===== src/rtl/dnlr_pkg.sv =====
// dnlr_pkg: character classes, recogniser state codes and queue sizing
// shared by all modules of the decimal number literal recogniser
// no dependencies
`timescale 1ns / 1ps

package dnlr_pkg;

    localparam int QDEPTH = 2;
    localparam int QPTR_W = 1;
    localparam int QCNT_W = 2;

    typedef enum logic [2:0] {
        CLS_DIGIT = 3'd0,
        CLS_SIGN  = 3'd1,
        CLS_DOT   = 3'd2,
        CLS_EXP   = 3'd3,
        CLS_OTHER = 3'd4,
        CLS_END   = 3'd5
    } cls_t;

    typedef enum logic [8:0] {
        ST_START      = 9'b000000001,
        ST_SIGN       = 9'b000000010,
        ST_INT        = 9'b000000100,
        ST_DOT_NO_INT = 9'b000001000,
        ST_FRAC       = 9'b000010000,
        ST_EXP        = 9'b000100000,
        ST_EXP_SIGN   = 9'b001000000,
        ST_EXP_DIGITS = 9'b010000000,
        ST_ERROR      = 9'b100000000
    } state_t;

    localparam logic [7:0] CH_DOT   = 8'h2E;
    localparam logic [7:0] CH_UPPER_E = 8'h45;
    localparam logic [7:0] CH_LOWER_E = 8'h65;
    localparam logic [7:0] CH_PLUS  = 8'h2B;
    localparam logic [7:0] CH_MINUS = 8'h2D;
    localparam logic [7:0] CH_ZERO  = 8'h30;
    localparam logic [7:0] CH_NINE  = 8'h39;

endpackage


===== src/rtl/decimal_number_literal_recognizer.sv =====
// decimal_number_literal_recognizer: top level, classifier, queue and recogniser
// depends on dnlr_pkg, dnlr_front, dnlr_queue, dnlr_back
//
// channel  signals                         beat
// input    in_valid/in_ready               symbol, end_marker
// output   out_valid/out_ready             is_number (one per end marker)
//
// one beat per cycle sustained while the output does not stall; an end marker's class
// is queued, popped into the recogniser and its verdict loaded into the output register
// reset returns the recogniser to its start state and empties the queue
// output stalls fill the queue and delay verdicts; input stalls only leave the recogniser idle
`timescale 1ns / 1ps

module decimal_number_literal_recognizer (
    input  logic       clk,
    input  logic       rst_n,
    input  logic       in_valid,
    output logic       in_ready,
    input  logic [7:0] symbol,
    input  logic       end_marker,
    output logic       out_valid,
    input  logic       out_ready,
    output logic       is_number
);
    import dnlr_pkg::*;

    cls_t in_cls;
    cls_t q_cls;
    logic q_valid;
    logic q_ready;

    dnlr_front u_front (
        .symbol     (symbol),
        .end_marker (end_marker),
        .cls        (in_cls)
    );

    dnlr_queue u_queue (
        .clk        (clk),
        .rst_n      (rst_n),
        .push_valid (in_valid),
        .push_ready (in_ready),
        .push_cls   (in_cls),
        .pop_valid  (q_valid),
        .pop_ready  (q_ready),
        .pop_cls    (q_cls)
    );

    dnlr_back u_back (
        .clk       (clk),
        .rst_n     (rst_n),
        .pop_valid (q_valid),
        .pop_ready (q_ready),
        .pop_cls   (q_cls),
        .out_valid (out_valid),
        .out_ready (out_ready),
        .is_number (is_number)
    );

endmodule


===== src/rtl/dnlr_front.sv =====
// dnlr_front: classifies each incoming beat into a character class
// depends on dnlr_pkg
`timescale 1ns / 1ps

module dnlr_front (
    input  logic [7:0]    symbol,
    input  logic          end_marker,
    output dnlr_pkg::cls_t cls
);
    import dnlr_pkg::*;

    always_comb
    begin
        if (end_marker)
        begin
            cls = CLS_END;
        end
        else if (symbol >= CH_ZERO && symbol <= CH_NINE)
        begin
            cls = CLS_DIGIT;
        end
        else if (symbol == CH_PLUS || symbol == CH_MINUS)
        begin
            cls = CLS_SIGN;
        end
        else if (symbol == CH_DOT)
        begin
            cls = CLS_DOT;
        end
        else if (symbol == CH_UPPER_E || symbol == CH_LOWER_E)
        begin
            cls = CLS_EXP;
        end
        else
        begin
            cls = CLS_OTHER;
        end
    end

endmodule


===== src/rtl/dnlr_queue.sv =====
// dnlr_queue: short class queue between the classifier and the recogniser
// depends on dnlr_pkg
`timescale 1ns / 1ps

module dnlr_queue (
    input  logic           clk,
    input  logic           rst_n,
    input  logic           push_valid,
    output logic           push_ready,
    input  dnlr_pkg::cls_t push_cls,
    output logic           pop_valid,
    input  logic           pop_ready,
    output dnlr_pkg::cls_t pop_cls
);
    import dnlr_pkg::*;

    cls_t              q_reg [QDEPTH];
    logic [QPTR_W-1:0] wr_ptr_reg;
    logic [QPTR_W-1:0] rd_ptr_reg;
    logic [QCNT_W-1:0] count_reg;
    logic [QCNT_W-1:0] count_next;
    logic              push;
    logic              pop;

    assign push_ready = (count_reg != QCNT_W'(QDEPTH));
    assign pop_valid  = (count_reg != '0);
    assign pop_cls    = q_reg[rd_ptr_reg];
    assign push       = push_valid && push_ready;
    assign pop        = pop_valid && pop_ready;

    always_comb
    begin
        count_next = count_reg;
        if (push && !pop)
        begin
            count_next = count_reg + 1'b1;
        end
        else if (pop && !push)
        begin
            count_next = count_reg - 1'b1;
        end
    end

    always_ff @(posedge clk or negedge rst_n)
    begin
        if (!rst_n)
        begin
            wr_ptr_reg <= '0;
            rd_ptr_reg <= '0;
            count_reg  <= '0;
        end
        else
        begin
            count_reg <= count_next;
            if (push)
            begin
                wr_ptr_reg <= wr_ptr_reg + 1'b1;
            end
            if (pop)
            begin
                rd_ptr_reg <= rd_ptr_reg + 1'b1;
            end
        end
    end

    always_ff @(posedge clk)
    begin
        if (push)
        begin
            q_reg[wr_ptr_reg] <= push_cls;
        end
    end

endmodule


===== src/rtl/dnlr_back.sv =====
// dnlr_back: recogniser state machine and verdict output register
// depends on dnlr_pkg
`timescale 1ns / 1ps

module dnlr_back (
    input  logic           clk,
    input  logic           rst_n,
    input  logic           pop_valid,
    output logic           pop_ready,
    input  dnlr_pkg::cls_t pop_cls,
    output logic           out_valid,
    input  logic           out_ready,
    output logic           is_number
);
    import dnlr_pkg::*;

    state_t state_reg;
    state_t state_next;
    state_t step_state;
    logic   out_valid_reg;
    logic   out_valid_next;
    logic   is_number_reg;
    logic   is_number_next;
    logic   pop;
    logic   accepting;

    assign pop_ready = !out_valid_reg || out_ready;
    assign pop       = pop_valid && pop_ready;
    assign out_valid = out_valid_reg;
    assign is_number = is_number_reg;
    assign accepting = (state_reg == ST_INT) || (state_reg == ST_FRAC)
                       || (state_reg == ST_EXP_DIGITS);

    // transition on one character class
    always_comb
    begin
        step_state = ST_ERROR;
        unique case (state_reg)
            ST_START:
            begin
                case (pop_cls)
                    CLS_SIGN:  step_state = ST_SIGN;
                    CLS_DIGIT: step_state = ST_INT;
                    CLS_DOT:   step_state = ST_DOT_NO_INT;
                    default:   step_state = ST_ERROR;
                endcase
            end
            ST_SIGN:
            begin
                case (pop_cls)
                    CLS_DIGIT: step_state = ST_INT;
                    CLS_DOT:   step_state = ST_DOT_NO_INT;
                    default:   step_state = ST_ERROR;
                endcase
            end
            ST_INT:
            begin
                case (pop_cls)
                    CLS_DIGIT: step_state = ST_INT;
                    CLS_DOT:   step_state = ST_FRAC;
                    CLS_EXP:   step_state = ST_EXP;
                    default:   step_state = ST_ERROR;
                endcase
            end
            ST_DOT_NO_INT:
            begin
                step_state = (pop_cls == CLS_DIGIT) ? ST_FRAC : ST_ERROR;
            end
            ST_FRAC:
            begin
                case (pop_cls)
                    CLS_DIGIT: step_state = ST_FRAC;
                    CLS_EXP:   step_state = ST_EXP;
                    default:   step_state = ST_ERROR;
                endcase
            end
            ST_EXP:
            begin
                case (pop_cls)
                    CLS_SIGN:  step_state = ST_EXP_SIGN;
                    CLS_DIGIT: step_state = ST_EXP_DIGITS;
                    default:   step_state = ST_ERROR;
                endcase
            end
            ST_EXP_SIGN, ST_EXP_DIGITS:
            begin
                step_state = (pop_cls == CLS_DIGIT) ? ST_EXP_DIGITS : ST_ERROR;
            end
            default:
            begin
                step_state = ST_ERROR;
            end
        endcase
    end

    always_comb
    begin
        state_next     = state_reg;
        out_valid_next = out_valid_reg && !out_ready;
        is_number_next = is_number_reg;
        if (pop)
        begin
            if (pop_cls == CLS_END)
            begin
                state_next     = ST_START;
                out_valid_next = 1'b1;
                is_number_next = accepting;
            end
            else
            begin
                state_next = step_state;
            end
        end
    end

    always_ff @(posedge clk or negedge rst_n)
    begin
        if (!rst_n)
        begin
            state_reg     <= ST_START;
            out_valid_reg <= 1'b0;
        end
        else
        begin
            state_reg     <= state_next;
            out_valid_reg <= out_valid_next;
        end
    end

    always_ff @(posedge clk)
    begin
        is_number_reg <= is_number_next;
    end

endmodule

===== config.mk =====
export PLATFORM = sky130hd
export DESIGN_NAME = decimal_number_literal_recognizer
export DESIGN_NICKNAME = d
export VERILOG_FILES = /design/src/rtl/dnlr_pkg.sv /design/src/rtl/decimal_number_literal_recognizer.sv /design/src/rtl/dnlr_front.sv /design/src/rtl/dnlr_queue.sv /design/src/rtl/dnlr_back.sv
export SDC_FILE = /design/constraint.sdc
export NUM_CORES = 1
export LEC_CHECK = 0
export BUFFER_PORTS_ARGS = -buffer_cell sky130_fd_sc_hd__buf_2
export CELL_PAD_IN_SITES_DETAIL_PLACEMENT = 0
export CELL_PAD_IN_SITES_GLOBAL_PLACEMENT = 2
export CORE_MARGIN = 5
export CORE_UTILIZATION = 32
export DETAILED_ROUTE_END_ITERATION = 7
export PLACE_DENSITY_LB_ADDON = 0.1
export SLEW_MARGIN = 15
export SYNTH_ARGS = -nofsm -noshare
export SYNTH_HDL_FRONTEND = slang
export SYNTH_SLANG_ARGS = --single-unit

===== constraint.sdc =====
create_clock -name clk -period 1.61 [get_ports clk]
set_input_delay 0.0805 -clock clk [delete_from_list [all_inputs] [get_ports clk]]
set_output_delay 0.0805 -clock clk [all_outputs]
set_load 0.03 [all_outputs]

=== Yosys cells after proc, flatten, opt, wreduce, memory -nomap -nowiden ===
Memory sizes are Yosys's and may differ from the RTL's.
Index checks and enable logic that the tools add are counted.
W data, S select, Z words.

* Flip-flop bits (word level): 15
* Memory bits (writable): 6
* Input bits: 13
* Word-level logic and storage cells: 71
* Memories kept: 1

{| class="wikitable"
|+ Memory list
! memory !! depth !! bits a word !! rd ports !! clocked after memory_dff !! write ports !! line !! source
|-
| u_queue.q_reg || 2 || 3 || 1 || 0 || 1 || dnlr_queue.sv:17 || <nowiki>cls_t q_reg [QDEPTH];</nowiki>
|}

* Add/sub/neg operators: 4
* Magnitude comparators: 2
* Equal/unequal tests: 18
* Muxes and demuxes: 20
* Reduce and logical (&&, ||, !) cells: 20

{| class="wikitable"
|+ Operator list
! cell !! number
|-
| $pmux W9 S7 || 1
|-
| $pmux W9 S2 || 3
|-
| $pmux W9 S3 || 2
|-
| $mux W9 || 3
|-
| $eq A8 B6 Y1 const B || 3
|-
| $eq A8 B7 Y1 const B || 2
|-
| $mux W3 || 5
|-
| $eq A9 B1 Y1 const B || 1
|-
| $eq A9 B2 Y1 const B || 1
|-
| $eq A9 B3 Y1 const B || 1
|-
| $eq A9 B4 Y1 const B || 1
|-
| $eq A9 B5 Y1 const B || 1
|-
| $eq A9 B6 Y1 const B || 1
|-
| $eq A9 B7 Y1 const B || 1
|-
| $eq A9 B8 Y1 const B || 1
|-
| $ge A8 B6 Y1 const B || 1
|-
| $le A8 B6 Y1 const B || 1
|-
| $eq A3 B2 Y1 const B || 2
|-
| $logic_and A1 B1 Y1 || 6
|-
| $logic_or A1 B1 Y1 || 5
|-
| $logic_not A1 Y1 || 4
|-
| $mux W1 || 4
|-
| $mux W2 || 2
|-
| $reduce_bool A2 Y1 || 2
|-
| 9 further kinds || 10
|}

=== Depth between registers and ports, before layout ===
Gate-level depths: netlist (run 1).

* Depth after elaboration: 7
* Mapped depth: 8
* Mapped depth without buffers: 7

=== Modules after synthesis ===
From an unflattened synthesis (run 1), not the netlist that was laid out.

* Cells, all modules: 140
* Area, all modules: 1346.3 µm²

{| class="wikitable"
|+ By module, submodules not included
! module !! times used !! cells an instance !! area each (µm²)
|-
| dnlr_back || 1 || 97 || 800.8
|-
| dnlr_queue || 1 || 27 || 425.4
|-
| dnlr_front || 1 || 16 || 120.1
|}

=== Worst setup path before layout (run 1) ===
No wires, ideal clock.

* Path type: reg2reg
* Start: register u_back.out_valid_reg (netlist: u_back.out_valid)
* End: register u_queue.count_reg[1]
* Arrival: 1582 ps
* Required time: 1485 ps
* Slack: -97 ps
* Cell stages (with the launch flop): 9
* Cells stage by stage: dfrtp_1 -> nand2b_1 -> o21ai_0 -> buf_2 -> buf_2 -> ha_1 -> xor2_1 -> nor2_1 -> xor2_1

* Cells in the longest elaborated chain, start to end: 6

{| class="wikitable"
|+ RTL lines
! what !! line !! source
|-
| start: declaration || dnlr_back.sv:20 || <nowiki>logic out_valid_reg;</nowiki>
|-
| start signal: assignment || dnlr_back.sv:126 || <nowiki>out_valid_reg <= out_valid_next;</nowiki>
|-
| $logic_not A1 Y1 * || dnlr_back.sv:27 || <nowiki>assign pop_ready = !out_valid_reg || out_ready;</nowiki>
|-
| $logic_or A1 B1 Y1 * || dnlr_back.sv:27 ||
|-
| $logic_and A1 B1 Y1 * || dnlr_queue.sv:29 || <nowiki>assign pop = pop_valid && pop_ready;</nowiki>
|-
| $logic_not A1 Y1 || dnlr_queue.sv:34 || <nowiki>if (push && !pop)</nowiki>
|-
| $logic_and A1 B1 Y1 || dnlr_queue.sv:34 ||
|-
| $mux W2 / $reduce_bool A2 Y1 (equally long branches) || - ||
|-
| end signal: assignment || dnlr_queue.sv:54 || <nowiki>count_reg <= count_next;</nowiki>
|-
| end: declaration || dnlr_queue.sv:20 || <nowiki>logic [QCNT_W-1:0] count_reg;</nowiki>
|}

Every way passes the cells marked *; elsewhere a longest branch is shown, timed or not.
A chain may end at the register's enable or synchronous reset.

=== Worst setup path in the final report (run 1) ===
* Start: register u_back.state_reg[1]
* End: register u_back.state_reg[7]

* Cells in the longest elaborated chain, start to end: 4

{| class="wikitable"
|+ RTL lines
! what !! line !! source
|-
| start: declaration || dnlr_back.sv:17 || <nowiki>state_t state_reg;</nowiki>
|-
| start signal: assignment || dnlr_back.sv:125 || <nowiki>state_reg <= state_next;</nowiki>
|-
| $eq A9 B7 Y1 / $eq A9 B8 Y1 (equally long branches) || dnlr_back.sv:38 || <nowiki>unique case (state_reg)</nowiki>
|-
| $reduce_or A2 Y1 || dnlr_back.sv:38 ||
|-
| $pmux W9 S7 * || dnlr_back.sv:38 ||
|-
| $mux W9 * || dnlr_back.sv:103 || <nowiki>if (pop_cls == CLS_END)</nowiki>
|}

Marked as above.

==> metrics.csv, run 1 <==
stage,metric,value,unit
status,run_status,completed,
synthesis,yosys-mux-area-fraction,1.45,%
cts,cts.sinks,21,
setup_path,max_stage_delay,0.46,ns
sta,slew_headroom,75.1,%
drt,detail-route-antenna-nets,0,
placed_design,portBuffers,15,
cts,cts_tree,yes,
synthesis,synthSimpleGateAreaFrac,27.1,%
die,core,4260,um2
placed_design,dp_hpwl,2510,um
global_routing,grt_usage,12.2,%
drt,drcViolationCount,0,
synthesis,yosys_warnings,0,
cts,cts_root_buf,clkbuf_8,
cts,clk_latency,0.26,ns
cts,clkTransAtPathRegs,0.08,ns
drt,vias,1160,
cts,cts.path.max_buffers,2,
placed_design,routabilityCongestion,0.788,
synthesis,synth-edff-count,7,
die,die_height,75.8,um
die,die_w,75.8,um
synthesis,async_flop_share,66.7,%
setup_path,slowest_stage,dfrtp_2,
sta,timing.fmax,640,MHz
die,io-pin-count,16,
drt,viasPerCell,5.09,
synthesis,syn_nets,158,
setup_path,critPathMaxFanout,5,
sta,slew_violations,0,
synthesis,synth-seq-area-share,40.6,%
setup_path,critical_path_required,1.79,ns
global_routing,grt_pass1_vias,1124,
cells_and_area,insertedDiodeCount,0,
power,irDropWorstVdd,0.00108,V
global_routing,grt_max_degree,20,
synthesis,syn_inst,144,
sta,tightest_slew,0.368,ns
drt,initialDrtViolationCount,54,
cts,cts_buffers,3,
cells_and_area,drive_above_1_share,33.0,%
cts,htreeDepth,1,
sta,skew,0.000924,ns
synthesis,synth_xor_area_share,5.70,%
synthesis,synth_top_family_by_area,simple AND/OR/NAND/NOR gates,
setup_path,cp-end-kind,flop,
global_routing,gr-total-overflow,0,
power,power_density,1370,nW/um2
global_routing,antenna_found_initial,0,
setup_path,path_cells,nor4_4 -> nand2_2 -> o41a_1 -> o31ai_2,
synthesis,yosysUniqueCellTypes,50,
setup_path,arrival,1.74,ns
die,die_area,5740,um2
sta,finalCritPeriodShare,97.0,%
synthesis,synthFlopType,dfrtp_1,
sta,timing_hold_violations_final,0,
cells_and_area,finalNetCount,191,
sta,setup_viol,0,
synthesis,ys_seq_elements,21,
cells_and_area,final_util,41.0,%
drt,post_drt_wl_per_cell,14.4,um
die,row_count,24,
drt,dr.pass1.iters,3,
synthesis,avgSynthCellArea,9.61,um2
global_routing,grt_pass1_wl,5200,um
synthesis,yosys.area_share.adder,0.904,%
drt,wl,3270,um
sta,layout_min_cycle_time,1.56,ns
cells_and_area,final_cells,228,
setup_path,start_kind,flop,
power,p_leak,0.725,nW
placed_design,placedCellCount,217,
cells_and_area,areaGrowthSynthToFinish,26.4,%
die,start_util,32.5,%
synthesis,mappedNetlistArea,1380,um2
synthesis,synth_compound_area_share,18.4,%
setup_path,setup.worst_path.class,reg2reg,
cells_and_area,largest_reg_flops,9,
job,maxCapViolCount,0,
min_path,hold_path.class,in2reg,
## metal layers
metal  up-vias  GRT usage [%]  routed length [um]
li1        593              -                   -
met1       545           13.7                1410
met2        15           22.3                1700
met3         7           2.37                  92
met4         0           5.24                  73
met5         -              0                   0
## worst max-delay path: cells and delay by family, from the launching register on
family	cells	cell delay [ns]
simple gates	2	0.50
compound gates	2	0.51
flops	1	0.46
## layout by cell type (no fill, tap or decap), types with 3 or more instances in the layout
cell      count
nor4_1        3
nor2_1       10
dfrtp_1      11
nand3_1       3
xor2_1        5
o21ai_0       6
xnor2_1       4
o211ai_1      3
nand2_1      17
nand2b_1      5
buf_4        18
buf_2        15
nor3_1        4
inv_1         5
clkbuf_8      3
edfxtp_1      7
## cells by family after synthesis
logic type | Yosys count
XOR/XNOR | 9
multiplexers | 2
flip-flops | 21
AND/OR/NAND/NOR | 64
AO/OA/AOI/OAI | 33
adder cells (fa/ha/maj) | 1
buffers and inverters | 14
## synthesized netlist by cell type, types with 2 or more instances
cell,n,area [um2]
o211ai_1,3,22.5
xnor2_1,4,35.0
nand4_1,2,12.5
nand2b_1,7,43.8
buf_2,5,25.0
a31oi_1,2,12.5
a21oi_1,3,15.0
nor4_1,3,18.8
nand3_1,4,20.0
o21ai_0,7,35.0
nor2b_1,3,18.8
mux2i_1,2,20.0
buf_6,3,33.8
inv_1,5,18.8
a211oi_1,2,15.0
nor4_4,2,42.5
edfxtp_1,7,210
nor2_1,10,37.5
xor2_1,5,43.8
nand2_1,17,63.8
dfrtp_1,13,325
nor3_1,5,25.0
nand4b_1,2,17.5
o31ai_1,2,15.0
## through the flow
step / worst slack, ns / setup TNS, ns / hold slack [ns] / power [mW] / instance area [um2]
after detailed placement: 0.0144 / 0 / 0.0112 / 1.87 / 1590
after global placement: -0.00414 / -0.00414 / 0.0117 / 1.86 / 1590
after CTS: 0.00245 / 0 / 0.0910 / 2.23 / 1640
after global routing: -0.00374 / -0.00374 / 0.131 / 2.54 / 1750
final: 0.0483 / 0 / 0.0898 / 2.39 / 1750
after floorplan: 0.0197 / 0 / -0.215 / 1.59 / 1400
## final timing paths
| path | slack (ns) | endpoint | start | depth (start not counted) |
|---|---|---|---|---|
| max in group asynchronous | 1.05 | u_back.state_reg[0] | rst_n | 2 |
| worst min register to register | 0.51 | u_queue.wr_ptr_reg | u_queue.wr_ptr_reg | 1 |
| worst min-delay path | 0.09 | u_back.out_valid | out_ready | 3 |
| min in group asynchronous | 0.26 | u_queue.count_reg[0] | rst_n | 2 |
| worst max register to register | 0.05 | u_back.state_reg[7] | u_back.state_reg[1] | 4 |
| worst max-delay path | 0.05 | u_back.state_reg[7] | u_back.state_reg[1] | 4 |
## power breakdown
part	switching [mW]	internal [mW]	leakage (nW)
sequential	0.134	0.698	0.239
clock	0.180	0.177	0.0228
combinational	0.633	0.567	0.463
## final cells by class
type	instances	area [um2]
Multi-Input combinational cell	109	801
Fill cell	426	2510
Tap cell	52	65.1
Inverter	6	22.5
Sequential cell	21	564
Timing Repair Buffer	36	251
Clock buffer	4	45.0
## what timing repair did
item,4_1_cts,5_1_grt
resized for setup,0,12
setup buffers,0,6
hold buffers,1,0
endpoints found under the hold margin,13,0
endpoints found under the setup margin,0,8
Power figures use the tool's default switching activity.
==> inputs of run 2 (changes only) <==
--- a/config.mk
+++ b/config.mk
@@ -11,6 +11,7 @@
 export CORE_MARGIN = 5
 export CORE_UTILIZATION = 32
 export DETAILED_ROUTE_END_ITERATION = 7
+export MAX_ROUTING_LAYER = met4
 export PLACE_DENSITY_LB_ADDON = 0.1
 export SLEW_MARGIN = 15
 export SYNTH_ARGS = -nofsm -noshare
==> metrics.csv, run 2 (same netlist as run 1, synthesis figures left out) <==
stage,metric,value,unit
status,run_status,completed,
drt,met3WireLength,91,um
die,start_util,32.5,%
cts,cts_tree,yes,
power,power_density,1370,nW/um2
setup_path,r2r_end,u_back.state_reg[7],
cells_and_area,final_cell_mix,"buf_4, nand2_1, buf_2, dfrtp_1, nor2_1",
global_routing,gr-total-overflow,0,
setup_path,worstRegToRegCells,4,
power,irDropWorstVdd,0.00108,V
drt,wl_met1,1410,um
cells_and_area,final_cells,228,
cts,cts.path.max_buffers,2,
global_routing,grt_max_degree,20,
cells_and_area,largest_reg_flops,9,
sta,finalCritPeriodShare,97.0,%
global_routing,antenna_found_initial,0,
cts,cts_buffers,3,
placed_design,placedCellCount,217,
drt,top_layer,met4,
drt,viasPerCell,5.09,
drt,initialDrtViolationCount,58,
global_routing,grt_usage,12.6,%
setup_path,start_kind,flop,
drt,drcViolationCount,0,
cells_and_area,areaGrowthSynthToFinish,26.4,%
setup_path,setup.worst_path.class,reg2reg,
sta,setup_viol,0,
min_path,hold_path.class,in2reg,
cts,htreeDepth,1,
cells_and_area,drive_above_1_share,33.0,%
die,die_height,75.8,um
global_routing,grt_pass1_wl,5200,um
min_path,holdPathEnd,u_back.out_valid,
drt,detail-route-antenna-nets,0,
global_routing,grt_pass1_vias,1124,
setup_path,reg2reg_from,u_back.state_reg[1],
drt,wl_met2,1700,um
cts,clk_latency,0.26,ns
sta,skew,0.000936,ns
cells_and_area,final_common_cell,buf_4,
cts,clkTransAtPathRegs,0.08,ns
die,core,4260,um2
cells_and_area,fill_cells,426,
cells_and_area,final-seq-area,564,um2
sta,setup_ws,0.0483,ns
setup_path,arrival,1.74,ns
setup_path,reg2reg_slack,0.05,ns
drt,vias,1161,
die,die_w,75.8,um
cells_and_area,multi_input_area,801,um2
drt,wl,3270,um
placed_design,pre_cts_slack,0.0144,ns
cts,cts.sinks,21,
cells_and_area,design_area,1750,um2
die,die_area,5740,um2
sta,slew_violations,0,
job,maxCapViolCount,0,
placed_design,portBuffers,15,
cells_and_area,finalNetCount,191,
sta,slew_headroom,75.1,%
placed_design,dp_hpwl,2510,um
drt,dr.pass1.iters,3,
min_path,whs_path_depth,3,
sta,tightest_slew,0.368,ns
min_path,worstHoldStart,out_ready,
sta,fin_hold_ws,0.0896,ns
setup_path,critical_path_required,1.79,ns
cells_and_area,insertedDiodeCount,0,
sta,timing_hold_violations_final,0,
drt,post_drt_wl_per_cell,14.4,um
sta,layout_min_cycle_time,1.56,ns
sta,fin_tns_setup,0,ns
cts,cts_root_buf,clkbuf_8,
placed_design,placed_cell_area,1590,um2
die,io-pin-count,16,
setup_path,cp-end-kind,flop,
sta,timing.fmax,640,MHz
power,p_leak,0.725,nW
placed_design,routabilityCongestion,0.799,
die,row_count,24,
setup_path,critPathMaxFanout,5,
run 2: cell counts in the layout (fill, tap and decap cells not counted):
No cell type changed its count.
run 2: layout make-up:
type,count,area share [%]
inverters,6,1.29
clock buffers,4,2.58
well taps,52,3.72
multi-input cells,109,45.8
repair buffers,36,14.4
flip-flops and latches,21,32.3
run 2: what timing repair did:
action,in CTS,in global routing
buffers inserted,0,6
hold buffers,1,0
endpoints found under the hold margin,13,0
resized for setup,0,12
endpoints found under the setup margin,0,8
run 2: worst max path at each step:
stage	startpoint	endpoint	slack (ns)	depth (start not counted)
CTS	u_queue.rd_ptr_reg	u_back.state_reg[8]	0.002	5
detailed placement	u_queue.rd_ptr_reg	u_back.state_reg[8]	0.01	5
finish	u_back.state_reg[1]	u_back.state_reg[7]	0.05	4
global route	u_queue.q_reg[0][0]	u_back.state_reg[3]	-0.004	4
global placement	u_queue.rd_ptr_reg	u_back.state_reg[8]	-0.004	5
floorplan	u_back.out_valid	u_queue.count_reg[1]	0.02	8
run 2: per-layer routing:
metal  vias up  GRT usage (%)
li1        593              -
met1       545           13.7
met2        15           22.3
met3         8           2.37
met4         0           5.24
met5         -              -
run 2: critical path, cell delays in order, from the launching register on:
cell and delay, ns:
dfrtp_2 0.46, nor4_4 0.37, nand2_2 0.13, o41a_1 0.34, o31ai_2 0.17
run 2: per-stage QoR:
step                power [mW]  util [%]
global placement          1.86      37.2
global route              2.54      41.0
floorplan                 1.59         -
CTS                       2.23      38.5
finish                    2.39      41.0
detailed placement        1.87      37.2
run 2: report_power, final:
group	total, mW	switching, mW	internal [mW]	leakage, nW
logic	1.20	0.633	0.567	0.463
registers	0.831	0.134	0.698	0.239
clock network	0.357	0.180	0.177	0.0228
total	2.39	0.947	1.44	0.725
